===== src/hdl/lru_pkg.sv =====
// Shared constants, command struct and controller state type for the
// LRU page replacement block. No dependencies.
package lru_pkg;

    localparam int FRAMES_DEF    = 4;
    localparam int PAGE_BITS_DEF = 16;
    localparam int PAGE_W        = 16;
    localparam int CFG_W         = 3;
    localparam int COUNT_W       = 16;
    localparam int IN_TDATA_W    = 16;
    localparam int OUT_TDATA_W   = 40;

    localparam logic [CFG_W-1:0]   LIMIT_RESET = 3'd3;
    localparam logic [COUNT_W-1:0] COUNT_MAX   = 16'hFFFF;

    typedef enum logic [2:0] {
        ST_IDLE   = 3'b001,
        ST_LOOKUP = 3'b010,
        ST_UPDATE = 3'b100
    } lru_state_t;

    typedef struct packed {
        logic load;
        logic lookup;
        logic commit;
    } lru_cmd_t;

endpackage


===== src/hdl/lru_page_replacement.sv =====
// Top level of the LRU page replacement block: joins controller and datapath.
// Depends on lru_pkg, lru_ctrl and lru_dp.
//
// Usage: each transfer on the slave stream (s_tvalid/s_tready/s_tdata) carries
// one requested page number. The block looks it up among the resident pages,
// all compared in parallel, and then updates the recency list: a hit moves the
// page to the most recent place, a miss inserts it there and, when the frames
// in use are full, evicts the least recently used page.
// Each request yields exactly one transfer on the master stream, carrying the
// hit flag, the eviction report and the saturating page-fault count.
// The block takes no new request until the last one is through its steps:
// accept, parallel lookup into a registered match index, then the list shift
// and result load. m_tvalid is registered and is set by the result load.
// The result sits in an output register; the next request is accepted and
// looked up while it waits, and only the list update stalls until the
// receiver takes the waiting result, so backpressure holds the block in place.
// Users write the frame limit (cfg_we/cfg_wdata) only when idle; not enforced.
// Reset empties the recency list, clears the fault count and sets the frame
// limit to three; no clearing pass is needed.
module lru_page_replacement
    import lru_pkg::*;
#(
    parameter int FRAMES    = FRAMES_DEF,
    parameter int PAGE_BITS = PAGE_BITS_DEF
)
(
    input  logic                   clk,
    input  logic                   rst_n,
    input  logic                   s_tvalid,
    output logic                   s_tready,
    input  logic [IN_TDATA_W-1:0]  s_tdata,   // [15:0] page
    output logic                   m_tvalid,
    input  logic                   m_tready,
    output logic [OUT_TDATA_W-1:0] m_tdata,   // [0] hit, [1] evicted_valid,
                                              // [17:2] evicted_page,
                                              // [33:18] miss_total, [39:34] zero
    input  logic                   cfg_we,
    input  logic [CFG_W-1:0]       cfg_wdata  // frame_limit
);

    lru_cmd_t            cmd;
    logic                hit;
    logic                evicted_valid;
    logic [PAGE_W-1:0]   evicted_page;
    logic [COUNT_W-1:0]  miss_total;

    lru_ctrl u_ctrl (
        .clk      (clk),
        .rst_n    (rst_n),
        .s_tvalid (s_tvalid),
        .s_tready (s_tready),
        .m_tvalid (m_tvalid),
        .m_tready (m_tready),
        .cmd      (cmd)
    );

    lru_dp #(
        .FRAMES    (FRAMES),
        .PAGE_BITS (PAGE_BITS)
    ) u_dp (
        .clk           (clk),
        .rst_n         (rst_n),
        .cmd           (cmd),
        .page          (s_tdata[PAGE_W-1:0]),
        .cfg_we        (cfg_we),
        .cfg_wdata     (cfg_wdata),
        .hit           (hit),
        .evicted_valid (evicted_valid),
        .evicted_page  (evicted_page),
        .miss_total    (miss_total)
    );

    // Result fields packed from the lowest bit up, padded to whole bytes.
    assign m_tdata = {
        (OUT_TDATA_W - 2 - PAGE_W - COUNT_W)'(0),
        miss_total,
        evicted_page,
        evicted_valid,
        hit
    };

endmodule


===== src/hdl/lru_ctrl.sv =====
// Controller for the LRU page replacement block: sequences load, lookup and
// update of one request and owns the result valid flag. Uses lru_pkg.
module lru_ctrl
    import lru_pkg::*;
(
    input  logic     clk,
    input  logic     rst_n,
    input  logic     s_tvalid,
    output logic     s_tready,
    output logic     m_tvalid,
    input  logic     m_tready,
    output lru_cmd_t cmd
);

    lru_state_t state_reg;
    lru_state_t state_next;
    logic       out_valid_reg;
    logic       out_valid_next;

    always_comb
    begin
        state_next = state_reg;
        cmd        = '0;
        unique case (state_reg)
            ST_IDLE:
            begin
                if (s_tvalid)
                begin
                    cmd.load   = 1'b1;
                    state_next = ST_LOOKUP;
                end
            end
            ST_LOOKUP:
            begin
                cmd.lookup = 1'b1;
                state_next = ST_UPDATE;
            end
            ST_UPDATE:
            begin
                // The list update waits until the output register can take the result.
                if (!out_valid_reg || m_tready)
                begin
                    cmd.commit = 1'b1;
                    state_next = ST_IDLE;
                end
            end
            default:
            begin
                state_next = ST_IDLE;
            end
        endcase
    end

    always_comb
    begin
        out_valid_next = out_valid_reg;
        if (cmd.commit)
        begin
            out_valid_next = 1'b1;
        end
        else if (m_tready)
        begin
            out_valid_next = 1'b0;
        end
    end

    always_ff @(posedge clk or negedge rst_n)
    begin
        if (!rst_n)
        begin
            state_reg     <= ST_IDLE;
            out_valid_reg <= 1'b0;
        end
        else
        begin
            state_reg     <= state_next;
            out_valid_reg <= out_valid_next;
        end
    end

    assign s_tready = (state_reg == ST_IDLE);
    assign m_tvalid = out_valid_reg;

    // A new result must never overwrite one that is still waiting.
    a_no_overwrite: assert property (@(posedge clk) disable iff (!rst_n)
        cmd.commit |-> (!out_valid_reg || m_tready))
        else $error("result register overwritten while stalled");

    // An accepted request always proceeds to the lookup step.
    a_accept_lookup: assert property (@(posedge clk) disable iff (!rst_n)
        (s_tvalid && s_tready) |=> (state_reg == ST_LOOKUP))
        else $error("accepted request did not enter lookup");

    // A waiting result stays offered until the receiver takes it.
    a_result_held: assert property (@(posedge clk) disable iff (!rst_n)
        (m_tvalid && !m_tready) |=> m_tvalid)
        else $error("result dropped while the receiver stalled");

endmodule


===== src/hdl/lru_dp.sv =====
// Datapath for the LRU page replacement block: recency list, occupancy and
// fault counters, frame limit register and result register. Uses lru_pkg.
module lru_dp
    import lru_pkg::*;
#(
    parameter int FRAMES    = FRAMES_DEF,
    parameter int PAGE_BITS = PAGE_BITS_DEF
)
(
    input  logic                   clk,
    input  logic                   rst_n,
    input  lru_cmd_t               cmd,
    input  logic [PAGE_W-1:0]      page,
    input  logic                   cfg_we,
    input  logic [CFG_W-1:0]       cfg_wdata,
    output logic                   hit,
    output logic                   evicted_valid,
    output logic [PAGE_W-1:0]      evicted_page,
    output logic [COUNT_W-1:0]     miss_total
);

    localparam int CW    = $clog2(FRAMES + 1);
    localparam int IDX_W = (FRAMES > 1) ? $clog2(FRAMES) : 1;
    localparam int LW    = (CW > CFG_W) ? CW : CFG_W;

    logic [PAGE_BITS-1:0] list_reg [FRAMES];
    logic [PAGE_BITS-1:0] list_next [FRAMES];
    logic [PAGE_BITS-1:0] page_reg;
    logic [CW-1:0]        occ_reg;
    logic [CW-1:0]        occ_next;
    logic [COUNT_W-1:0]   miss_reg;
    logic [COUNT_W-1:0]   miss_next;
    logic [CFG_W-1:0]     limit_reg;
    logic                 hit_reg;
    logic [IDX_W-1:0]     pos_reg;

    logic                 out_hit_reg;
    logic                 out_ev_valid_reg;
    logic [PAGE_W-1:0]    out_ev_page_reg;
    logic [COUNT_W-1:0]   out_miss_reg;

    logic                 match_any;
    logic [IDX_W-1:0]     match_idx;
    logic [LW-1:0]        lim_eff;
    logic                 room;
    logic [CW-1:0]        occ_m1;
    logic [IDX_W-1:0]     ev_idx;
    logic [IDX_W-1:0]     shpos;
    logic                 evict;

    // Parallel compare against every occupied frame; the lowest index wins.
    always_comb
    begin
        match_any = 1'b0;
        match_idx = '0;
        for (int i = FRAMES - 1; i >= 0; i--)
        begin
            if ((CW'(i) < occ_reg) && (list_reg[i] == page_reg))
            begin
                match_any = 1'b1;
                match_idx = IDX_W'(i);
            end
        end
    end

    // A limit of zero behaves as one, and a limit above the built size as the size.
    always_comb
    begin
        priority if (limit_reg == '0)
        begin
            lim_eff = LW'(1);
        end
        else if (LW'(limit_reg) > LW'(FRAMES))
        begin
            lim_eff = LW'(FRAMES);
        end
        else
        begin
            lim_eff = LW'(limit_reg);
        end
    end

    always_comb
    begin
        room   = (LW'(occ_reg) < lim_eff);
        occ_m1 = occ_reg - CW'(1);
        ev_idx = occ_m1[IDX_W-1:0];
        evict  = !hit_reg && !room;
        priority if (hit_reg)
        begin
            shpos = pos_reg;
        end
        else if (room)
        begin
            shpos = occ_reg[IDX_W-1:0];
        end
        else
        begin
            shpos = ev_idx;
        end
    end

    // Entries above the shift position keep their place; the rest move down by one.
    always_comb
    begin
        list_next[0] = page_reg;
        for (int k = 1; k < FRAMES; k++)
        begin
            if (IDX_W'(k) <= shpos)
            begin
                list_next[k] = list_reg[k-1];
            end
            else
            begin
                list_next[k] = list_reg[k];
            end
        end
    end

    always_comb
    begin
        occ_next  = occ_reg;
        miss_next = miss_reg;
        if (!hit_reg)
        begin
            if (room)
            begin
                occ_next = occ_reg + CW'(1);
            end
            if (miss_reg != COUNT_MAX)
            begin
                miss_next = miss_reg + COUNT_W'(1);
            end
        end
    end

    always_ff @(posedge clk or negedge rst_n)
    begin
        if (!rst_n)
        begin
            occ_reg   <= '0;
            miss_reg  <= '0;
            limit_reg <= LIMIT_RESET;
        end
        else
        begin
            if (cfg_we)
            begin
                limit_reg <= cfg_wdata;
            end
            if (cmd.commit)
            begin
                occ_reg  <= occ_next;
                miss_reg <= miss_next;
            end
        end
    end

    always_ff @(posedge clk)
    begin
        if (cmd.load)
        begin
            page_reg <= PAGE_BITS'(page);
        end
        if (cmd.lookup)
        begin
            hit_reg <= match_any;
            pos_reg <= match_idx;
        end
        if (cmd.commit)
        begin
            list_reg         <= list_next;
            out_hit_reg      <= hit_reg;
            out_ev_valid_reg <= evict;
            out_ev_page_reg  <= evict ? PAGE_W'(list_reg[ev_idx]) : '0;
            out_miss_reg     <= miss_next;
        end
    end

    assign hit           = out_hit_reg;
    assign evicted_valid = out_ev_valid_reg;
    assign evicted_page  = out_ev_page_reg;
    assign miss_total    = out_miss_reg;

    a_occ_bound: assert property (@(posedge clk) disable iff (!rst_n)
        LW'(occ_reg) <= LW'(FRAMES))
        else $error("occupancy beyond frame count");

    a_miss_monotonic: assert property (@(posedge clk) disable iff (!rst_n)
        cmd.commit |=> (miss_reg >= $past(miss_reg)))
        else $error("fault counter went backwards");

    // A hit neither evicts nor counts a fault.
    a_hit_result: assert property (@(posedge clk) disable iff (!rst_n)
        (cmd.commit && hit_reg) |=> (!out_ev_valid_reg && out_miss_reg == $past(miss_reg)))
        else $error("hit produced an eviction or a fault count");

endmodule

===== config.mk =====
export PLATFORM = sky130hd
export DESIGN_NAME = lru_page_replacement
export DESIGN_NICKNAME = d
export VERILOG_FILES = /design/src/hdl/lru_pkg.sv /design/src/hdl/lru_page_replacement.sv /design/src/hdl/lru_ctrl.sv /design/src/hdl/lru_dp.sv
export SDC_FILE = /design/constraint.sdc
export NUM_CORES = 1
export LEC_CHECK = 0
export BUFFER_PORTS_ARGS = -buffer_cell sky130_fd_sc_hd__buf_2
export CAP_MARGIN = 15
export CORE_ASPECT_RATIO = 1.4
export CORE_MARGIN = 2
export CORE_UTILIZATION = 30
export CTS_BUF_LIST = sky130_fd_sc_hd__clkbuf_8
export DETAILED_ROUTE_END_ITERATION = 16
export PLACE_DENSITY = 0.47
export SKIP_CTS_REPAIR_TIMING = 1
export SYNTH_ARGS = -nofsm -noshare
export SYNTH_HDL_FRONTEND = slang
export SYNTH_SLANG_ARGS = --single-unit

===== constraint.sdc =====
create_clock -name clk -period 10.8 [get_ports clk]
set_input_delay 0.54 -clock clk [delete_from_list [all_inputs] [get_ports clk]]
set_output_delay 0.54 -clock clk [all_outputs]
set_load 0.1 [all_outputs]

Yosys cells after proc, flatten, opt, wreduce, memory -nomap -nowiden
Cells that the tools add are included.

cells by class
  bitwise gates (word level) = 2
  reduce and logical (&&, ||, !) cells = 18
  muxes and demuxes = 23
  $add $sub $neg = 3
  magnitude comparators = 10
  equality and inequality tests = 10

operators with widths
  operator                                                   count
  == test 16 bit                                             4
  two-way mux 16 bit                                         4
  binary-select mux 16 bit (select 2 bit)                    1
  adder 16 x 1 -> 16 bit, second input constant              1
  != test 16 bit, second input constant                      1
  two-way mux 3 bit                                          4
  two-way mux 1 bit                                          9
  one-hot mux 3 bit (3 select lines)                         1
  two-way mux 2 bit                                          4
  AND reduction 2 bit                                        4
  less-than comparator 1 x 3 -> 1 bit, first input constant  2
  less-than comparator 2 x 3 -> 1 bit, first input constant  2
  logical AND 1 bit                                          5
  less-or-equal comparator 2 bit, first input constant       2
  adder 3 x 1 -> 3 bit, second input constant                1
  == test 3 x 1 -> 1 bit, second input constant              1
  == test 3 x 2 -> 1 bit, second input constant              1
  == test 3 bit, second input constant                       1
  >= comparator 3 bit, second input constant                 1
  greater-than comparator 3 bit, second input constant       1
  logical NOT 1 bit                                          3
  logical NOT 3 bit                                          1
  less-than comparator 3 bit                                 1
  inverter 2 -> 3 bit                                        1
  10 further kinds                                           10

word-level totals
  register bits = 143
  bits of input ports = 24
  logic and storage cells = 83
  output and inout port bits = 42

Logic depth before layout (Yosys ltp)
Gate-level depths: netlist (run 1).

  word-level depth = 8
  gate-level depth with buffers = 10
  gate-level depth less buffers = 8

Hierarchy
From an unflattened synthesis (run 1), not the netlist that was laid out.

second synthesis, totals
  cells, all modules = 437
  area, all modules = 6517.5 sq um

by module, submodules not included
  module                seq. area each (sq um)  cells each  area an instance (sq um)  instances
  lru_dp                4066.4                  408         6224.7                    1
  lru_ctrl              101.3                   20          229.0                     1
  lru_page_replacement  0.0                     9           63.8                      1

Worst setup path after synthesis (run 1)
No wires, ideal clock.

  path kind = reg-to-reg
  from = reg u_ctrl.out_valid_reg (netlist: u_ctrl.m_tvalid)
  to = reg u_dp.list_reg[0] (netlist bit), enable pin
  arrival = 4.049 ns
  cell stages (with the launch flop) = 8
  library setup time = 0.409 ns
  setup slack = 6.342 ns
  path buffers = 1
  period minus slack after synthesis = 4.458 ns
  required time = 10.391 ns
  cells stage by stage = dfrtp_1 -> nor2b_1 -> or2_2 -> buf_2 -> inv_1 -> o21a_1 -> o31ai_1 -> nor3_1

RTL lines
  what                    RTL line        text
  start, declared         lru_ctrl.sv:17  logic out_valid_reg;
  start signal, assigned  lru_ctrl.sv:77  out_valid_reg <= out_valid_next;
  end signal, assigned    lru_dp.sv:172   list_reg <= list_next;
  end, declared           lru_dp.sv:26    logic [PAGE_BITS-1:0] list_reg [FRAMES];

Final worst setup path (run 1)
  from = reg u_dp.occ_reg[1]
  to = reg u_dp.list_reg[23] (netlist bit), enable pin

between the ends
  cells in the longest elaborated chain, start to end = 5
  elaborated cells on any way between the ends = 6
  classes of those cells = add/sub (1); order compare (2); mux (2); reduce/logical (1)

RTL lines
  what                                                                            RTL line                    text
  start, declared                                                                 lru_dp.sv:29                logic [CW-1:0] occ_reg;
  start signal, assigned                                                          lru_dp.sv:153               occ_reg <= occ_next;
  less-than comparator 3 bit / subtractor 2 x 1 -> 2 bit (equally long branches)  lru_dp.sv:85, lru_dp.sv:86
  two-way mux 2 bit (*)                                                           lru_dp.sv:93                else if (room)
  two-way mux 2 bit (*)                                                           lru_dp.sv:89                priority if (hit_reg)
  less-or-equal comparator 2 bit (*)                                              lru_dp.sv:109               if (IDX_W'(k) <= shpos)
  AND reduction 2 bit (no line) (*)                                               -

Mark *: on every way between the ends. The rest lies on a longest branch, timed or not.
A chain may end at the register's enable or synchronous reset.

==> results.md, run 1 <==
- The first-pass GRT wire length is 21700 microns.
- Timing analysis after detailed placement gives a worst setup slack of 7700 ps.
- The synthesized flop and latch total is 143.
- Counting the buffers created by CTS gives 17.
- The flip-flop count of the largest register after layout is 64.
- For the final database, setup skew stands at 11.4 ps.
- Tracing the worst setup path back leads to its startpoint at u_dp.occ_reg[1].
- The maximum number of buffers from clock root to sink is 2.
- The post-detailed-routing wire length is 13900 microns.
- The post-synthesis instance area is 6450 sq um.
- The area of all placed cells without fillers is 7370 sq um.
- The post-route antenna net violation count is 0.
- The endpoint arrival time on the critical path is 3090 ps.
- The initial antenna violation count is 0.
- Setup repair after global routing left no endpoint under its margin.
- The H-tree was split into 4 levels.
- The placed cell area is 6990 sq um.
- In this run the worst path has a maximum fanout of 18.
- Across the VDD grid, the largest voltage drop is 0.0791 mV.
- For this run, design rule violations remaining after detail routing come to 0.
- The clock tree from TritonCTS is built.
- Clock-pin slew was measured on the worst setup and hold paths at 80 ps.
- The internal portion of the total power is 0.00103 W.
- Of the total power, the share spent switching nets is 32.0%.
- The setup slack of the worst register-to-register path is 7770 ps.
- The core region is 21100 sq um.
- The run finished with clean final reports.
- In the final routed layout, each cell accounts on average for 17.9 microns.
- Routability-driven placement finished with a final weighted congestion of 0.784.
- In this run the tightest slew margin relative to its limit is 26.0%.
- The number of enable flip-flop cells after synthesis is 117.
- The number of placed I/O pins is 66.
- The initial standard-cell utilization of the core is 30.5%.
- The worst setup margin is 7770 ps.
- Cells fill 34.9% of the core in the end.
- Combinational cells account for 25.1% of the total power.
- For this run, the number of Yosys warnings is 0.
- The worst path needs 3030 ps of the cycle, external delays included.
- The worst hold path belongs to the class primary input to async pin.
- Detailed placement finished with a half-perimeter wire length of 9470 microns.
- In this run, distinct cell masters in the synthesized netlist total 45.
- In this run, the number of DRC markers left after iteration 0 of detailed routing was 165.
- The number of cell rows is 63.
- The sequential cell area in the final layout is 4170 sq um.
- The number of inserted diodes is 0.
- The post-synthesis sequential area ratio is 64.6%.
- Relative to the synthesized area, the layout overhead comes to 14.3%.
- The number of max-cap violations is 0.
- The cell leakage power is 2.56 nW.
- Hold is met by 102 ps.
- The die covers 22700 sq um.
- The net count of the finished layout is 531.
- The average instance in the mapped netlist occupies 14.6 sq um.
- The kind of end point of the critical path is a register.
- The total power per unit cell area is 206 nW/um^2.
- In the synthesized netlist the dominant register cell turns out to be edfxtp_1.
- The number of optimization iterations in the first detailed-route pass is 4.
- At the pin with the least slew margin, the transition time is 1110 ps.
- In this run the critical register-to-register path is launched from u_dp.occ_reg[1].
- The layout has 2072 filler cells.
- Using the TritonRoute via totals, the vias-per-cell ratio works out to 4.72.
- The share of layout cells above drive strength 1 is 23.9%.
- The switching power is 0.000486 W.
- The count of clock tree sinks is 143.
- The worst setup path is launched from a register.
- The clock network power share is 27.9%.
- The worst path uses 28.0% of the clock period.
- The worst register-to-register path ends at u_dp.list_reg[23].
- The worst reg2reg path depth is 4.
- The overall track demand over capacity in global routing is 13.1%.
- For the worst setup path, the data required time is 10860 ps.
- In the final timing run, aggregate negative setup slack is 0 ps.
- Setup violations remaining at the end of the flow were counted as 0.
- Synthesis handed over a netlist of 443 instances.
- The global route total overflow is 0.
- The achievable frequency is 0.331 GHz.
- In the final layout, the multi-input gates occupy 2150 sq um.
- During placement, the flow inserted port buffers numbering 59.
- The critical path start-end classification is register to register.
- The max-slew violation count is 0.
- The via count of the first global-routing pass is 3871.
- The clock latency on the worst-skew pair is 460 ps.
- The hold violation count in the final report is 0.
- The proportion of power drawn by flip-flops and latches is 47.0%.
- The cell at the root of the clock tree is clkbuf_8.
- The floorplan die height is 177 microns.
- The share of synthesized registers carrying an async set or reset is 18.2%.
- Measured along the x axis, the die boundary spans 128 microns.
- Entering global routing, the biggest net connects 55 pins.
- The routed via count is 3657.
stage by stage:
step,cells,total power [W]
global placement,744,0.00111
floorplan,448,0.00101
global route,775,0.00159
CTS,775,0.00155
finish,775,0.00152
detailed placement,744,0.00111
critical path: stages (launching register included):
cell	delay, ps
dfrtp_1	450
ha_1	940
a21oi_1	80
o31ai_1	610
inv_1	560
cells by family after synthesis:
kind of cell             Yosys count  share of synthesized area (%)
multiplexers                      21                           6.46
AND/OR/NAND/NOR                  131                           11.1
buffers and inverters             32                           2.58
adder cells (fa/ha/maj)            4                          0.776
AO/OA/AOI/OAI                     21                           2.21
flip-flops                       143                           64.6
XOR/XNOR                          90                           12.2
other                              1                         0.0582
synthesized netlist by cell type (all sizes together) (2+ instances only):
master	count	area (sq um)
a21oi	8	40.0
a31oi	2	12.5
and2	4	25.0
buf	17	110
clkbuf	9	33.8
dfrtp	23	576
dfstp	3	78.8
edfxtp	117	3510
ha	4	50.1
inv	6	22.5
mux2	5	56.3
mux4	16	360
nand2	25	93.8
nand2b	3	18.8
nand3	10	55.1
nand4	16	100
nor2	19	71.3
nor2b	21	131
nor3	10	66.3
nor4	11	68.8
o21a	2	15.0
o21ai	3	15.0
o31ai	3	36.3
or2	5	31.3
or3	2	12.5
xnor2	47	412
xor2	43	377
how the worst max path moves through the flow:
stage | endpoint | slack [ps] | depth (start not counted)
floorplan | u_dp.list_reg[0] | 6340 | 7
global placement | u_dp.list_reg[26] | 7820 | 4
detailed placement | u_dp.list_reg[26] | 7700 | 4
CTS | u_dp.list_reg[23] | 7670 | 4
global route | u_dp.list_reg[23] | 7570 | 4
finish | u_dp.list_reg[23] | 7770 | 4
per-layer routing:
layer  part of all wire (%)  vias to the layer above  GRT usage [%]
li1                       -                     1715              -
met1                     38                     1836           14.0
met2                     54                       79           23.4
met3                    3.6                       27           3.35
met4                    3.6                        0           7.23
met5                      0                        -              0
cell usage in the layout (no fill, tap or decap), types with 6 or more instances in the layout:
| cell | instances |
|---|---|
| edfxtp_1 | 117 |
| buf_2 | 59 |
| xnor2_1 | 47 |
| xor2_1 | 43 |
| nand2_1 | 25 |
| dfrtp_1 | 23 |
| nor2b_1 | 21 |
| nor2_1 | 19 |
| clkbuf_8 | 17 |
| nand4_1 | 16 |
| mux4_2 | 16 |
| nor4_1 | 11 |
| nand3_1 | 9 |
| a21oi_1 | 8 |
| nor3_1 | 7 |
| inv_1 | 6 |
| conb_1 | 6 |
power groups by stage:
| stage | Sequential [W] | Clock [W] | Combinational [W] |
|---|---|---|---|
| 5_1_grt | 0.000721 | 0.000460 | 0.000410 |
| 4_1_cts | 0.000713 | 0.000442 | 0.000391 |
| 3_5_place_dp | 0.000726 | 0 | 0.000389 |
| 3_3_place_gp | 0.000723 | 0 | 0.000387 |
| 6_report | 0.000713 | 0.000424 | 0.000380 |
| 2_1_floorplan | 0.000750 | 0 | 0.000260 |
final cells by class:
class,instances,share of cell area [%]
Clock inverter,14,2.05
Timing Repair Buffer,62,4.31
Clock buffer,17,3.17
Inverter,6,0.306
Sequential cell,143,56.5
Multi-Input combinational cell,273,29.2
Tap cell,260,4.41
Power figures use the tool's default switching activity.
==> run 2: changes to the inputs <==
- PLACE_DENSITY: 0.47 -> 0.49
- clock period: 10.8 -> 2.75 ns (I/O delays scaled with it)
==> results.md, run 2 (synthesized netlist as in run 1, its figures left out) <==
- The worst setup path is of the register to register kind.
- The detailed placement HPWL came to 9440 microns (-0.25%).
- The proportion of power drawn by flip-flops and latches is 45.3% (-1.7 points).
- The area of the core is 21100 sq um (unchanged).
- The share of layout cells above drive strength 1 is 25.0% (+1.2 points).
- The clock latency on the worst-skew pair was 460 ps (about the same).
- The worst setup path is launched from a register.
- The hold violation count in the final report was 0 (unchanged).
- The cell internal power dissipation is 0.00415 W (+300%).
- The detailed-route DRC error count is 0 (unchanged).
- The flip-flop count of the largest register after layout is 64 (unchanged).
- The cell at the root of the clock tree is clkbuf_8.
- The maximum number of pins on one net before global-route repair is 55 (unchanged).
- The clock tree skew after final layout is 20.6 ps (+9.11 ps).
- The post-detailed-routing wire length is 14100 microns (+1.5%).
- The area of all placed cells without fillers is 7720 sq um (+4.8%).
- The number of inserted diodes was 0 (unchanged).
- The maximum net fanout on the critical path was 16 (-2).
- The total clock buffers created by CTS is 17 (unchanged).
- The cell leakage power is 2.69 nW (+5.1%).
- STA classifies the critical path endpoint as a register.
- The max-slew violation count is 0 (unchanged).
- The endpoint arrival time on the critical path is 2670 ps (-420 ps).
- The via count of the first global-routing pass came to 3812 (-1.5%).
- The final worst-path cycle share is 91.5% (+63 points).
- The switching power is 0.00203 W (+320%).
- The routed via count is 3712 (+1.5%).
- The mean routed wirelength per cell was 17.5 microns (-2.0%).
- The number of optimization iterations in the first detailed-route pass is 4 (unchanged).
- The net count of the finished layout came to 558 (+5.1%).
- The maximum VDD drop was 0.323 mV (+310%).
- The placer congestion estimate is 0.838 (+6.9%).
- The maximum number of buffers from clock root to sink is 2 (unchanged).
- The placed cell area is 7080 sq um (+1.4%).
- Setup repair after global routing left no endpoint under its margin.
- Leaving out fill and tap cells, the most frequent cells in the layout are edfxtp_1 (117), buf_2 (59), xnor2_1 (47), xor2_1 (43), nand2_1 (25).
- The chip width is 128 microns (unchanged).
- The flow ran to the end, and the final reports show no timing, DRC or antenna violations.
- The count of clock tree sinks is 143 (unchanged).
- The final cell count without fillers is 803 (+3.6%).
- The total power per unit cell area is 800 nW/um^2 (+290%).
- The pin slew with the least headroom to its limit was 640 ps (-471 ps).
- The setup slack of the worst register-to-register path is 230 ps (-7540 ps).
- The worst hold slack is 24.5 ps (-77.3 ps).
- The global route total overflow is 0 (unchanged).
- The initial standard-cell utilization of the core was 30.5% (unchanged).
- The logic gate share of total power was 25.6% (+0.5 points).
- The clock network power share is 29.0% (+1.1 points).
- The worst slew margin relative to its limit was 57.3% (+31 points).
- From synthesis to final layout, the design area changed by 19.7%.
- The via density per instance is 4.62 (-2.0%).
- The number of placed I/O pins is 66 (unchanged).
- The worst hold path belongs to the class primary input to register.
- The number of cell rows came to 63 (unchanged).
- The achievable frequency is 0.398 GHz (+20%).
- The area of the die is 22700 sq um (unchanged).
- The summed negative setup slack over all endpoints came to 0 ps (unchanged).
- The overall track demand over capacity in global routing is 12.8% (-0.29 points).
- The worst path required time is 2900 ps (-7960 ps).
- The first-pass GRT wire length is 21700 microns (-0.25%).
- The initial antenna violation count is 0 (unchanged).
- The number of max-cap violations was 0 (unchanged).
- The violation count after the first detailed-routing iteration is 269 (+63%).
- The number of buffers added on ports came to 59 (unchanged).
- The library cell used most frequently in the layout, excluding fill and tap cells, is edfxtp_1.
- The placed cell count came to 749 (+0.67%).
- TritonCTS built the clock tree.
- The switching part of the total power is 32.9% (+0.86 points).
- The final core utilization is 36.5% (+1.7 points).
- The final critical delay including setup and external delays came to 2520 ps (-510 ps).
- The floorplan die height is 177 microns (unchanged).
- The post-route antenna net violation count was 0 (unchanged).
- The clock-pin slew on the worst setup and hold paths was 80 ps (about the same).
- The total number of H-tree levels came to 4 (unchanged).
- The number of endpoints failing setup at the final stage came to 0 (unchanged).
run 2: worst max-delay path, cell delays in order, from the launching register on:
cell     delay (ps)
dfstp_2         540
nand2_1          50
ha_1            290
o31a_1          110
o21ai_1         260
and2_1          240
o21ai_0         200
o31ai_2         320
buf_12          220
run 2: per-layer routing:
metal / vias up / GRT usage [%] / share of wire (%)
li1: 1777 / - / -
met1: 1822 / 15.5 / 42
met2: 97 / 22.6 / 53
met3: 16 / 2.20 / 3.4
met4: 0 / 5.17 / 1.6
met5: - / 0 / 0
run 2: per-stage QoR:
stage                     setup WS [ps]  power, W
after floorplan                    -171   0.00399
final                               235   0.00618
after global routing                100   0.00647
after global placement              362   0.00443
after CTS                           231   0.00625
after detailed placement            262   0.00444
run 2: path summary, 6_finish.rpt:
kind	from	to	cells after the start
setup reg to reg	u_dp.limit_reg[1]	u_dp.list_reg[36]	8
min in group asynchronous	rst_n	u_dp.occ_reg[1]	2
setup / recovery	u_dp.limit_reg[1]	u_dp.list_reg[36]	8
hold reg to reg	u_dp.list_reg[23]	u_dp.list_reg[7]	0
max in group asynchronous	rst_n	u_ctrl.m_tvalid	2
hold / removal	cfg_we	u_dp.limit_reg[0]	2
run 2: layout make-up:
class	count	area, sq um
repair buffers	89	601
inverters	6	26.3
well taps	260	325
clock buffers	17	234
multi-input cells	273	2180
flip-flops and latches	143	4170
fillers	2036	13400
clock inverters	15	185
run 2: power by group through the flow:
stage / sequential (W) / clock (W) / combinational, W
5_1_grt: 0.00283 / 0.00193 / 0.00171
2_1_floorplan: 0.00295 / 0 / 0.00104
3_3_place_gp: 0.00284 / 0 / 0.00160
3_5_place_dp: 0.00285 / 0 / 0.00159
6_report: 0.00280 / 0.00179 / 0.00158
4_1_cts: 0.00280 / 0.00185 / 0.00160
